$ cat src/hw/rtl/irpf_pkg.sv
// Shared types, constants and functions of the item record packet framer.
`default_nettype none

package irpf_pkg;

    // Register indexes of the configuration port
    localparam logic [1:0] CFG_START_BYTE = 2'd0;
    localparam logic [1:0] CFG_END_BYTE   = 2'd1;
    localparam logic [1:0] CFG_ITEM_COUNT = 2'd2;

    localparam logic [7:0] RST_START_BYTE = 8'd2;
    localparam logic [7:0] RST_END_BYTE   = 8'd3;
    localparam logic [7:0] RST_ITEM_COUNT = 8'd5;

    localparam int DEF_MAX_ITEMS   = 255;
    localparam int DEF_QUEUE_DEPTH = 2;

    // Quality codes
    localparam logic [3:0] QC_GOOD      = 4'd0;
    localparam logic [3:0] QC_UNCERTAIN = 4'd1;
    localparam logic [3:0] QC_W08       = 4'd2;
    localparam logic [3:0] QC_W18       = 4'd3;
    localparam logic [3:0] QC_W0C       = 4'd4;
    localparam logic [3:0] QC_W10       = 4'd5;
    localparam logic [3:0] QC_OTHER     = 4'd9;

    // Byte slot within one item's byte sequence
    typedef enum logic [3:0] {
        BS_START = 4'd0,
        BS_LEN0  = 4'd1,
        BS_LEN1  = 4'd2,
        BS_COUNT = 4'd3,
        BS_ID0   = 4'd4,
        BS_ID1   = 4'd5,
        BS_QUAL  = 4'd6,
        BS_VAL0  = 4'd7,
        BS_VAL1  = 4'd8,
        BS_VAL2  = 4'd9,
        BS_VAL3  = 4'd10,
        BS_CSUM  = 4'd11,
        BS_END   = 4'd12
    } t_bsel;

    // Classified item as it travels from front to back
    typedef struct packed {
        logic        first;
        logic        last;
        logic [7:0]  count;
        logic [15:0] len;
        logic [15:0] id;
        logic [3:0]  qcode;
        logic [31:0] value;
    } t_entry;

    function automatic logic [3:0] f_qcode(input logic [15:0] q);
        logic [3:0] code;
        if (q[7:6] == 2'b11) begin
            code = QC_GOOD;
        end else if (q[7:6] == 2'b01) begin
            code = QC_UNCERTAIN;
        end else begin
            unique case (q)
                16'h0008: code = QC_W08;
                16'h0018: code = QC_W18;
                16'h000C: code = QC_W0C;
                16'h0010: code = QC_W10;
                default:  code = QC_OTHER;
            endcase
        end
        return code;
    endfunction

endpackage

`default_nettype wire

$ cat src/hw/rtl/irpf_fifo.sv
// Small register queue between the front and back parts of the framer.
`default_nettype none

module irpf_fifo #(
    parameter int WIDTH = 8,
    parameter int DEPTH = 2
) (
    input  wire logic             i_clk,
    input  wire logic             i_rst_n,
    input  wire logic             i_push,
    input  wire logic [WIDTH-1:0] i_data,
    input  wire logic             i_pop,
    output logic      [WIDTH-1:0] o_data,
    output logic                  o_full,
    output logic                  o_empty
);
    localparam int AW = (DEPTH > 1) ? $clog2(DEPTH) : 1;
    localparam int CW = $clog2(DEPTH + 1);

    logic [WIDTH-1:0] r_mem [DEPTH];
    logic [AW-1:0]    r_wr, n_wr;
    logic [AW-1:0]    r_rd, n_rd;
    logic [CW-1:0]    r_count, n_count;

    assign o_full  = (r_count == CW'(DEPTH));
    assign o_empty = (r_count == '0);
    assign o_data  = r_mem[r_rd];

    always_comb begin
        n_wr    = r_wr;
        n_rd    = r_rd;
        n_count = r_count;
        if (i_push) begin
            n_wr = (r_wr == AW'(DEPTH - 1)) ? '0 : r_wr + AW'(1);
        end
        if (i_pop) begin
            n_rd = (r_rd == AW'(DEPTH - 1)) ? '0 : r_rd + AW'(1);
        end
        if (i_push && !i_pop) begin
            n_count = r_count + CW'(1);
        end else if (!i_push && i_pop) begin
            n_count = r_count - CW'(1);
        end
    end

    always_ff @(posedge i_clk) begin
        if (!i_rst_n) begin
            r_wr    <= '0;
            r_rd    <= '0;
            r_count <= '0;
        end else begin
            r_wr    <= n_wr;
            r_rd    <= n_rd;
            r_count <= n_count;
        end
    end

    always_ff @(posedge i_clk) begin
        if (i_push) begin
            r_mem[r_wr] <= i_data;
        end
    end

    a_no_overflow: assert property (@(posedge i_clk) disable iff (!i_rst_n)
        i_push |-> (!o_full || i_pop))
        else $error("queue push while full");
    a_no_underflow: assert property (@(posedge i_clk) disable iff (!i_rst_n)
        i_pop |-> !o_empty)
        else $error("queue pop while empty");
    a_count_up: assert property (@(posedge i_clk) disable iff (!i_rst_n)
        (i_push && !i_pop) |=> (r_count == $past(r_count) + CW'(1)))
        else $error("queue count did not follow push");

endmodule

`default_nettype wire

$ cat src/hw/rtl/irpf_front.sv
// Front part: accepts items, tracks frame position and classifies each item.
`default_nettype none

module irpf_front #(
    parameter int MAX_ITEMS = 255
) (
    input  wire logic            i_clk,
    input  wire logic            i_rst_n,
    input  wire logic [7:0]      i_cfg_count,
    input  wire logic            i_in_valid,
    output logic                 o_in_ready,
    input  wire logic [15:0]     i_item_id,
    input  wire logic [15:0]     i_raw_quality,
    input  wire logic [31:0]     i_item_value,
    input  wire logic            i_q_full,
    output logic                 o_push,
    output irpf_pkg::t_entry     o_entry
);
    import irpf_pkg::*;

    logic [7:0]  r_done, n_done;
    logic [7:0]  eff_count;
    logic [8:0]  done_inc;
    logic        is_last;

    // zero is taken as one, anything above the limit is clamped
    always_comb begin
        if (i_cfg_count == 8'd0) begin
            eff_count = 8'd1;
        end else if (i_cfg_count > 8'(MAX_ITEMS)) begin
            eff_count = 8'(MAX_ITEMS);
        end else begin
            eff_count = i_cfg_count;
        end
    end

    assign done_inc   = {1'b0, r_done} + 9'd1;
    assign is_last    = (done_inc >= {1'b0, eff_count});
    assign o_in_ready = !i_q_full;
    assign o_push     = i_in_valid && !i_q_full;

    always_comb begin
        o_entry.first = (r_done == 8'd0);
        o_entry.last  = is_last;
        o_entry.count = eff_count;
        // 1 + 7 * count
        o_entry.len   = 16'({eff_count, 3'b000}) - 16'(eff_count) + 16'd1;
        o_entry.id    = i_item_id;
        o_entry.qcode = f_qcode(i_raw_quality);
        o_entry.value = i_item_value;
    end

    always_comb begin
        n_done = r_done;
        if (o_push) begin
            n_done = is_last ? 8'd0 : done_inc[7:0];
        end
    end

    always_ff @(posedge i_clk) begin
        if (!i_rst_n) begin
            r_done <= 8'd0;
        end else begin
            r_done <= n_done;
        end
    end

endmodule

`default_nettype wire

$ cat src/hw/rtl/irpf_back.sv
// Back part: turns queued items into the framed byte stream with checksum.
`default_nettype none

module irpf_back (
    input  wire logic            i_clk,
    input  wire logic            i_rst_n,
    input  wire logic [7:0]      i_cfg_start,
    input  wire logic [7:0]      i_cfg_end,
    input  wire irpf_pkg::t_entry i_entry,
    input  wire logic            i_q_empty,
    output logic                 o_pop,
    output logic                 o_out_valid,
    input  wire logic            i_out_ready,
    output logic [7:0]           o_out_byte,
    output logic                 o_frame_end
);
    import irpf_pkg::*;

    logic    r_busy, n_busy;
    t_bsel   r_idx, n_idx;
    logic [7:0] r_xor, n_xor;
    logic    r_ovalid, n_ovalid;
    t_entry  r_ent, n_ent;
    logic [7:0] r_obyte, n_obyte;
    logic    r_oend, n_oend;

    logic       load;
    logic       last_byte;
    logic [7:0] cur_byte;

    assign load      = !r_ovalid || i_out_ready;
    assign last_byte = (r_idx == BS_END) || ((r_idx == BS_VAL3) && !r_ent.last);

    always_comb begin
        unique case (r_idx)
            BS_START: cur_byte = i_cfg_start;
            BS_LEN0:  cur_byte = r_ent.len[7:0];
            BS_LEN1:  cur_byte = r_ent.len[15:8];
            BS_COUNT: cur_byte = r_ent.count;
            BS_ID0:   cur_byte = r_ent.id[7:0];
            BS_ID1:   cur_byte = r_ent.id[15:8];
            BS_QUAL:  cur_byte = {4'd0, r_ent.qcode};
            BS_VAL0:  cur_byte = r_ent.value[7:0];
            BS_VAL1:  cur_byte = r_ent.value[15:8];
            BS_VAL2:  cur_byte = r_ent.value[23:16];
            BS_VAL3:  cur_byte = r_ent.value[31:24];
            BS_CSUM:  cur_byte = r_xor;
            BS_END:   cur_byte = i_cfg_end;
            default:  cur_byte = 8'd0;
        endcase
    end

    always_comb begin
        n_busy   = r_busy;
        n_idx    = r_idx;
        n_xor    = r_xor;
        n_ovalid = r_ovalid;
        n_ent    = r_ent;
        n_obyte  = r_obyte;
        n_oend   = r_oend;
        o_pop    = 1'b0;

        if (load) begin
            n_ovalid = r_busy;
            if (r_busy) begin
                n_obyte = cur_byte;
                n_oend  = (r_idx == BS_END);
                unique case (r_idx)
                    BS_START, BS_END: n_xor = 8'd0;
                    BS_CSUM:          n_xor = r_xor;
                    default:          n_xor = r_xor ^ cur_byte;
                endcase
                if (last_byte) begin
                    n_busy = 1'b0;
                end else begin
                    n_idx = t_bsel'(r_idx + 4'd1);
                end
            end
        end

        // take the next item as soon as the current one hands out its last byte
        if (!i_q_empty && (!r_busy || (load && last_byte))) begin
            o_pop  = 1'b1;
            n_busy = 1'b1;
            n_ent  = i_entry;
            n_idx  = i_entry.first ? BS_START : BS_ID0;
        end
    end

    always_ff @(posedge i_clk) begin
        if (!i_rst_n) begin
            r_busy   <= 1'b0;
            r_idx    <= BS_START;
            r_xor    <= 8'd0;
            r_ovalid <= 1'b0;
        end else begin
            r_busy   <= n_busy;
            r_idx    <= n_idx;
            r_xor    <= n_xor;
            r_ovalid <= n_ovalid;
        end
    end

    always_ff @(posedge i_clk) begin
        r_ent   <= n_ent;
        r_obyte <= n_obyte;
        r_oend  <= n_oend;
    end

    assign o_out_valid = r_ovalid;
    assign o_out_byte  = r_obyte;
    assign o_frame_end = r_oend;

    a_hdr_first: assert property (@(posedge i_clk) disable iff (!i_rst_n)
        (r_busy && (r_idx == BS_START)) |-> r_ent.first)
        else $error("header slot on an item that does not open a frame");
    a_trl_last: assert property (@(posedge i_clk) disable iff (!i_rst_n)
        (r_busy && (r_idx == BS_CSUM)) |-> r_ent.last)
        else $error("trailer slot on an item that does not close a frame");
    a_xor_clear: assert property (@(posedge i_clk) disable iff (!i_rst_n)
        (load && r_busy && (r_idx == BS_END)) |=> (r_xor == 8'd0) && o_frame_end)
        else $error("checksum not cleared after end byte");

endmodule

`default_nettype wire

$ cat src/hw/rtl/item_record_packet_framer_core.sv
// Top level of the item record packet framer: config registers, front, queue, back.
`default_nettype none

// Each accepted item (id, raw quality word, signed value) becomes seven bytes:
// id little endian, a one-byte quality code, value little endian. The first
// item of a frame is preceded by the start byte, the 16-bit little-endian
// length (1 + 7 * count) and the count byte; the last item is followed by
// the XOR checksum of every byte after the start byte and by the end byte,
// which is flagged with o_frame_end. Bytes leave through an output register,
// one per cycle while the consumer is ready, so an item takes 7 output bytes,
// 11 when it opens a frame, 9 when it closes one and 13 when the count is one;
// the byte rate of the output port sets the throughput. The front accepts an
// item whenever the queue between front and back has room, so inputs keep
// flowing while the back is still sending or the consumer stalls. A count
// of zero is taken as one and counts above MAX_ITEMS are clamped. Register
// writes (index 0 start byte, 1 end byte, 2 item count, 3 ignored) take
// effect at once and are meant for idle periods only.
module item_record_packet_framer_core #(
    parameter int MAX_ITEMS   = irpf_pkg::DEF_MAX_ITEMS,
    parameter int QUEUE_DEPTH = irpf_pkg::DEF_QUEUE_DEPTH
) (
    input  wire logic               i_clk,
    input  wire logic               i_rst_n,
    // configuration write port
    input  wire logic               i_cfg_we,
    input  wire logic [1:0]         i_cfg_idx,
    input  wire logic [7:0]         i_cfg_data,
    // item input
    input  wire logic               i_in_valid,
    output logic                    o_in_ready,
    input  wire logic [15:0]        i_item_id,
    input  wire logic [15:0]        i_raw_quality,
    input  wire logic signed [31:0] i_item_value,
    // byte output
    output logic                    o_out_valid,
    input  wire logic               i_out_ready,
    output logic [7:0]              o_out_byte,
    output logic                    o_frame_end
);
    import irpf_pkg::*;

    logic [7:0] r_start_byte;
    logic [7:0] r_end_byte;
    logic [7:0] r_item_count;

    logic   push;
    logic   pop;
    logic   q_full;
    logic   q_empty;
    t_entry fr_entry;
    t_entry bk_entry;
    logic [$bits(t_entry)-1:0] q_rdata;

    // Configuration registers; unknown index is dropped
    always_ff @(posedge i_clk) begin
        if (!i_rst_n) begin
            r_start_byte <= RST_START_BYTE;
            r_end_byte   <= RST_END_BYTE;
            r_item_count <= RST_ITEM_COUNT;
        end else if (i_cfg_we) begin
            unique case (i_cfg_idx)
                CFG_START_BYTE: r_start_byte <= i_cfg_data;
                CFG_END_BYTE:   r_end_byte   <= i_cfg_data;
                CFG_ITEM_COUNT: r_item_count <= i_cfg_data;
                default: ;
            endcase
        end
    end

    irpf_front #(
        .MAX_ITEMS (MAX_ITEMS)
    ) u_front (
        .i_clk         (i_clk),
        .i_rst_n       (i_rst_n),
        .i_cfg_count   (r_item_count),
        .i_in_valid    (i_in_valid),
        .o_in_ready    (o_in_ready),
        .i_item_id     (i_item_id),
        .i_raw_quality (i_raw_quality),
        .i_item_value  (i_item_value),
        .i_q_full      (q_full),
        .o_push        (push),
        .o_entry       (fr_entry)
    );

    irpf_fifo #(
        .WIDTH ($bits(t_entry)),
        .DEPTH (QUEUE_DEPTH)
    ) u_queue (
        .i_clk   (i_clk),
        .i_rst_n (i_rst_n),
        .i_push  (push),
        .i_data  (fr_entry),
        .i_pop   (pop),
        .o_data  (q_rdata),
        .o_full  (q_full),
        .o_empty (q_empty)
    );

    assign bk_entry = t_entry'(q_rdata);

    irpf_back u_back (
        .i_clk       (i_clk),
        .i_rst_n     (i_rst_n),
        .i_cfg_start (r_start_byte),
        .i_cfg_end   (r_end_byte),
        .i_entry     (bk_entry),
        .i_q_empty   (q_empty),
        .o_pop       (pop),
        .o_out_valid (o_out_valid),
        .i_out_ready (i_out_ready),
        .o_out_byte  (o_out_byte),
        .o_frame_end (o_frame_end)
    );

endmodule

`default_nettype wire

$ cat config.mk
export PLATFORM = sky130hd
export DESIGN_NAME = item_record_packet_framer_core
export DESIGN_NICKNAME = d
export VERILOG_FILES = /design/src/hw/rtl/irpf_pkg.sv /design/src/hw/rtl/irpf_fifo.sv /design/src/hw/rtl/irpf_front.sv /design/src/hw/rtl/irpf_back.sv /design/src/hw/rtl/item_record_packet_framer_core.sv
export SDC_FILE = /design/constraint.sdc
export NUM_CORES = 1
export LEC_CHECK = 0
export ABC_AREA = 1
export BUFFER_PORTS_ARGS = -buffer_cell sky130_fd_sc_hd__buf_2
export CAP_MARGIN = 20
export CORE_UTILIZATION = 55
export DETAILED_ROUTE_END_ITERATION = 7
export GPL_TIMING_DRIVEN = 0
export PLACE_DENSITY = 0.75
export SLEW_MARGIN = 20
export SYNTH_ARGS = -nofsm -noshare
export SYNTH_HDL_FRONTEND = slang
export SYNTH_HIERARCHICAL = 1
export SYNTH_SLANG_ARGS = --single-unit
$ cat constraint.sdc
create_clock -name i_clk -period 13.9 [get_ports i_clk]
set_input_delay 0.695 -clock i_clk [delete_from_list [all_inputs] [get_ports i_clk]]
set_output_delay 0.695 -clock i_clk [all_outputs]
set_load 0.005 [all_outputs]
==> flow_metrics.env <==
export IMPL_status="complete, no violations"
export IMPL_hold_class="in2reg"
export IMPL_startpoint_type="flop"
export IMPL_design_area_um2=14900
export IMPL_hold_path_cell_count=1
export IMPL_drt_iter0_drc=673
export IMPL_ys_types=42
export IMPL_final_max_slew_viol_count=0
export IMPL_h_tree_depth=1
export IMPL_crit_path_end_kind="flop"
export IMPL_chipHeight_um=157
export IMPL_dieArea_um2=24700
export IMPL_num_rows=56
export IMPL_core_area_um2=23500
export IMPL_detailed_place_hpwl_mm=18.9
export IMPL_num_antenna_cells=0
export IMPL_reg2reg_from="u_back/r_idx[0]"
export IMPL_critPathRequiredTime_ns=14.39
export IMPL_initial_utilization_pct=56.2
export IMPL_grt_max_degree=55
export IMPL_ir_drop_uv=102
export IMPL_fin_nets=1359
export IMPL_gp_congestion=0.919
export IMPL_finClkSkew_ns=0.00781
export IMPL_setup_tns_ns=0
export IMPL_grt_pass1_vias=8105
export IMPL_tritoncts="done"
export IMPL_postPlaceCellArea_um2=14000
export IMPL_viasPerCell=5.26
export IMPL_finalCritPeriodShare_pct=23.2
export IMPL_synth_yosys_seq_area_share_pct=62.6
export IMPL_cts_buffers=29
export IMPL_worstSetupPathType="reg2reg"
export IMPL_r2r_slack_ns=10.68
export IMPL_first_pass_iters=5
export IMPL_vias=8424
export IMPL_io_pins=90
export IMPL_track_usage_pct=22.0
export IMPL_reg2reg_depth=17
export IMPL_grt_overflow_total=0
export IMPL_min_delay_worst_endpoint="u_queue/r_mem[1][49]"
export IMPL_syn_nets=1282
export IMPL_grt_pass1_wl_mm=41.3
export IMPL_ys_ff_latch=293
export IMPL_ctsResizeCount=0
export IMPL_antenna_found_initial=0
export IMPL_path_clk_slew_ns=0.06
export IMPL_rsz0062_at_grt="false"
export IMPL_power_density_nw_per_um2=181
export IMPL_cts_setup_buffers=0
export IMPL_yosysWarnings=6
export IMPL_io_buffers=41
export IMPL_area_growth_pct=12.7
export IMPL_finalHoldViolations=0
export IMPL_fmax_mhz=310
export IMPL_drive_above_1_share_pct=21.9
export IMPL_final_util_pct=63.4
export IMPL_cts_sinks=293
export IMPL_drt_wl_total_mm=26.7
export IMPL_reg2reg_to="u_queue/r_count[1]"
export IMPL_drc=0
export IMPL_period_minus_slack_ns=3.22
export IMPL_finalPower_mw=2.70
export IMPL_hp_start="i_item_id[13]"
export IMPL_crit_arrival_ns=3.71
export IMPL_avgSynthCellArea_um2=11.2
export IMPL_multi_input_area_um2=3920
export IMPL_synthesis_area_um2=13200
export IMPL_setup_viol=0
export IMPL_maxCapViolCount=0
export IMPL_tightest_slew_ns=0.907
export IMPL_wire_per_inst_um=16.7
export IMPL_fp_dieW_um=157
export IMPL_cts_hold_buffers=0
export IMPL_antenna_left=0
export IMPL_cts_buffer_depth=3
export IMPL_root_buffer="clkbuf_16"
export IMPL_slew_headroom_pct=39.3
export IMPL_clock_latency_ns=0.55
export IMPL_worstPathMaxFanout=47
export IMPL_seq_area_um2=8290
export IMPL_syn_inst=1183
export IMPL_fill_cells=1779
export IMPL_p_leak_nw=6.03
export IMPL_crit_start="u_back/r_idx[0]"
-- flip-flops by register name, summed over array words and instances, names as in the netlist, named ones only --
| register | count |
|---|---|
| u_back/o_out_byte | 8 |
| u_queue/r_rd | 1 |
| u_back/r_idx | 4 |
| u_back/r_xor | 8 |
| r_start_byte | 8 |
| u_queue/r_count | 2 |
| u_front/r_done | 8 |
| u_queue/r_wr | 1 |
| u_back/r_ent | 77 |
| u_back/o_frame_end | 1 |
| u_back/r_busy | 1 |
| r_end_byte | 8 |
| u_queue/r_mem | 156 |
| r_item_count | 8 |
| u_back/o_out_valid | 1 |
-- cell families after synthesis --
kind of cell             Yosys count  share of synthesized area, %
AO/OA/AOI/OAI                     53                          2.25
XOR/XNOR                          12                         0.794
adder cells (fa/ha/maj)           20                          1.89
buffers and inverters            204                          7.87
flip-flops                       293                          62.6
multiplexers                      78                          7.20
AND/OR/NAND/NOR                  523                          17.4
-- layout make-up --
class	instances	share of cell area, %
sequential	293	55.5
multi-input combinational	686	26.2
clock buffer	46	5.56
buffer	88	4.07
inverter	116	2.95
tap	319	2.67
timing repair buffer	46	2.25
clock inverter	8	0.746
-- metal layers --
metal	part of all wire, %	track usage, %
met1	42	28.4
met2	49	37.6
met3	6.5	3.47
met4	3.0	7.91
met5	0	0
-- Yosys cell counts (all sizes together) --
| master | n | area [um^2] |
|---|---|---|
| nor3 | 6 | 30.0 |
| nand3 | 81 | 430 |
| a21boi | 1 | 7.51 |
| mux2 | 78 | 953 |
| dlygate4sd1 | 1 | 8.76 |
| a22oi | 1 | 7.51 |
| xor2 | 9 | 78.8 |
| clkbuf | 11 | 41.3 |
| o21a | 1 | 7.51 |
| a31o | 1 | 8.76 |
| nor4 | 2 | 12.5 |
| o21ai | 10 | 50.1 |
| clkinv | 2 | 7.51 |
| o31ai | 1 | 7.51 |
| or2 | 1 | 6.26 |
| nor3b | 1 | 7.51 |
| buf | 76 | 557 |
| xnor2 | 3 | 26.3 |
| o21bai | 1 | 7.51 |
| nor2 | 140 | 571 |
| inv | 114 | 428 |
| o211ai | 2 | 15.0 |
| nand2 | 249 | 975 |
| ha | 20 | 250 |
| a21oi | 34 | 178 |
| o2bb2ai | 1 | 8.76 |
| nand3b | 2 | 15.0 |
| nand4 | 40 | 250 |
| and2 | 1 | 6.26 |
| dfxtp | 51 | 1020 |
| edfxtp | 242 | 7270 |
-- metrics by stage --
stage | std cells | setup WS [ns] | hold slack, ns
detailed placement | 1548 | 10.72 | 0.444
finish | 1602 | 10.68 | 0.329
global route | 1602 | 10.39 | 0.311
floorplan | 1183 | 9.03 | 0.429
CTS | 1602 | 10.68 | 0.309
global placement | 1543 | 6.76 | 0.444
-- critical path, stage by stage, from the launching register on --
cell,delay (ns)
dfxtp_1,0.36
inv_1,0.13
ha_1,0.18
clkbuf_1,0.35
nand3_1,0.18
o21ai_1,0.24
nand2_1,0.08
nand2_1,0.09
nand2_1,0.11
inv_4,0.41
buf_16,0.30
inv_1,0.07
ha_1,0.30
inv_1,0.08
nand3_1,0.07
nand2_1,0.06
inv_1,0.04
nor2_1,0.08
-- cells in the final DEF (no fill, tap or decap), types with 8 or more instances in the layout --
cell type / n
mux2_4: 20
buf_4: 53
buf_2: 57
inv_1: 105
mux2_2: 58
nand2_1: 239
clkbuf_1: 24
xor2_1: 9
o21ai_0: 8
nand4_1: 40
edfxtp_1: 242
dfxtp_1: 51
nand3_1: 76
clkbuf_16: 29
nor2_1: 127
nor2_2: 9
ha_1: 20
a21oi_1: 32
-- worst max path at each step --
stage                           end  slack (ns)  depth (start not counted)
5_1_grt          u_queue/r_count[1]       10.39                         17
3_5_place_dp     u_queue/r_count[1]       10.72                         17
6_report         u_queue/r_count[1]       10.68                         17
3_3_place_gp   u_queue/r_mem[0][25]        6.76                          5
2_1_floorplan   u_queue/r_mem[0][0]        9.03                          4
4_1_cts          u_queue/r_count[1]       10.68                         17
-- where the power goes --
part / switching, mW / total, mW / internal (mW)
clock network: 0.316 / 0.763 / 0.447
logic: 0.377 / 0.623 / 0.245
registers: 0.0825 / 1.32 / 1.23
Note: power is estimated with default switching activity, not from simulation.
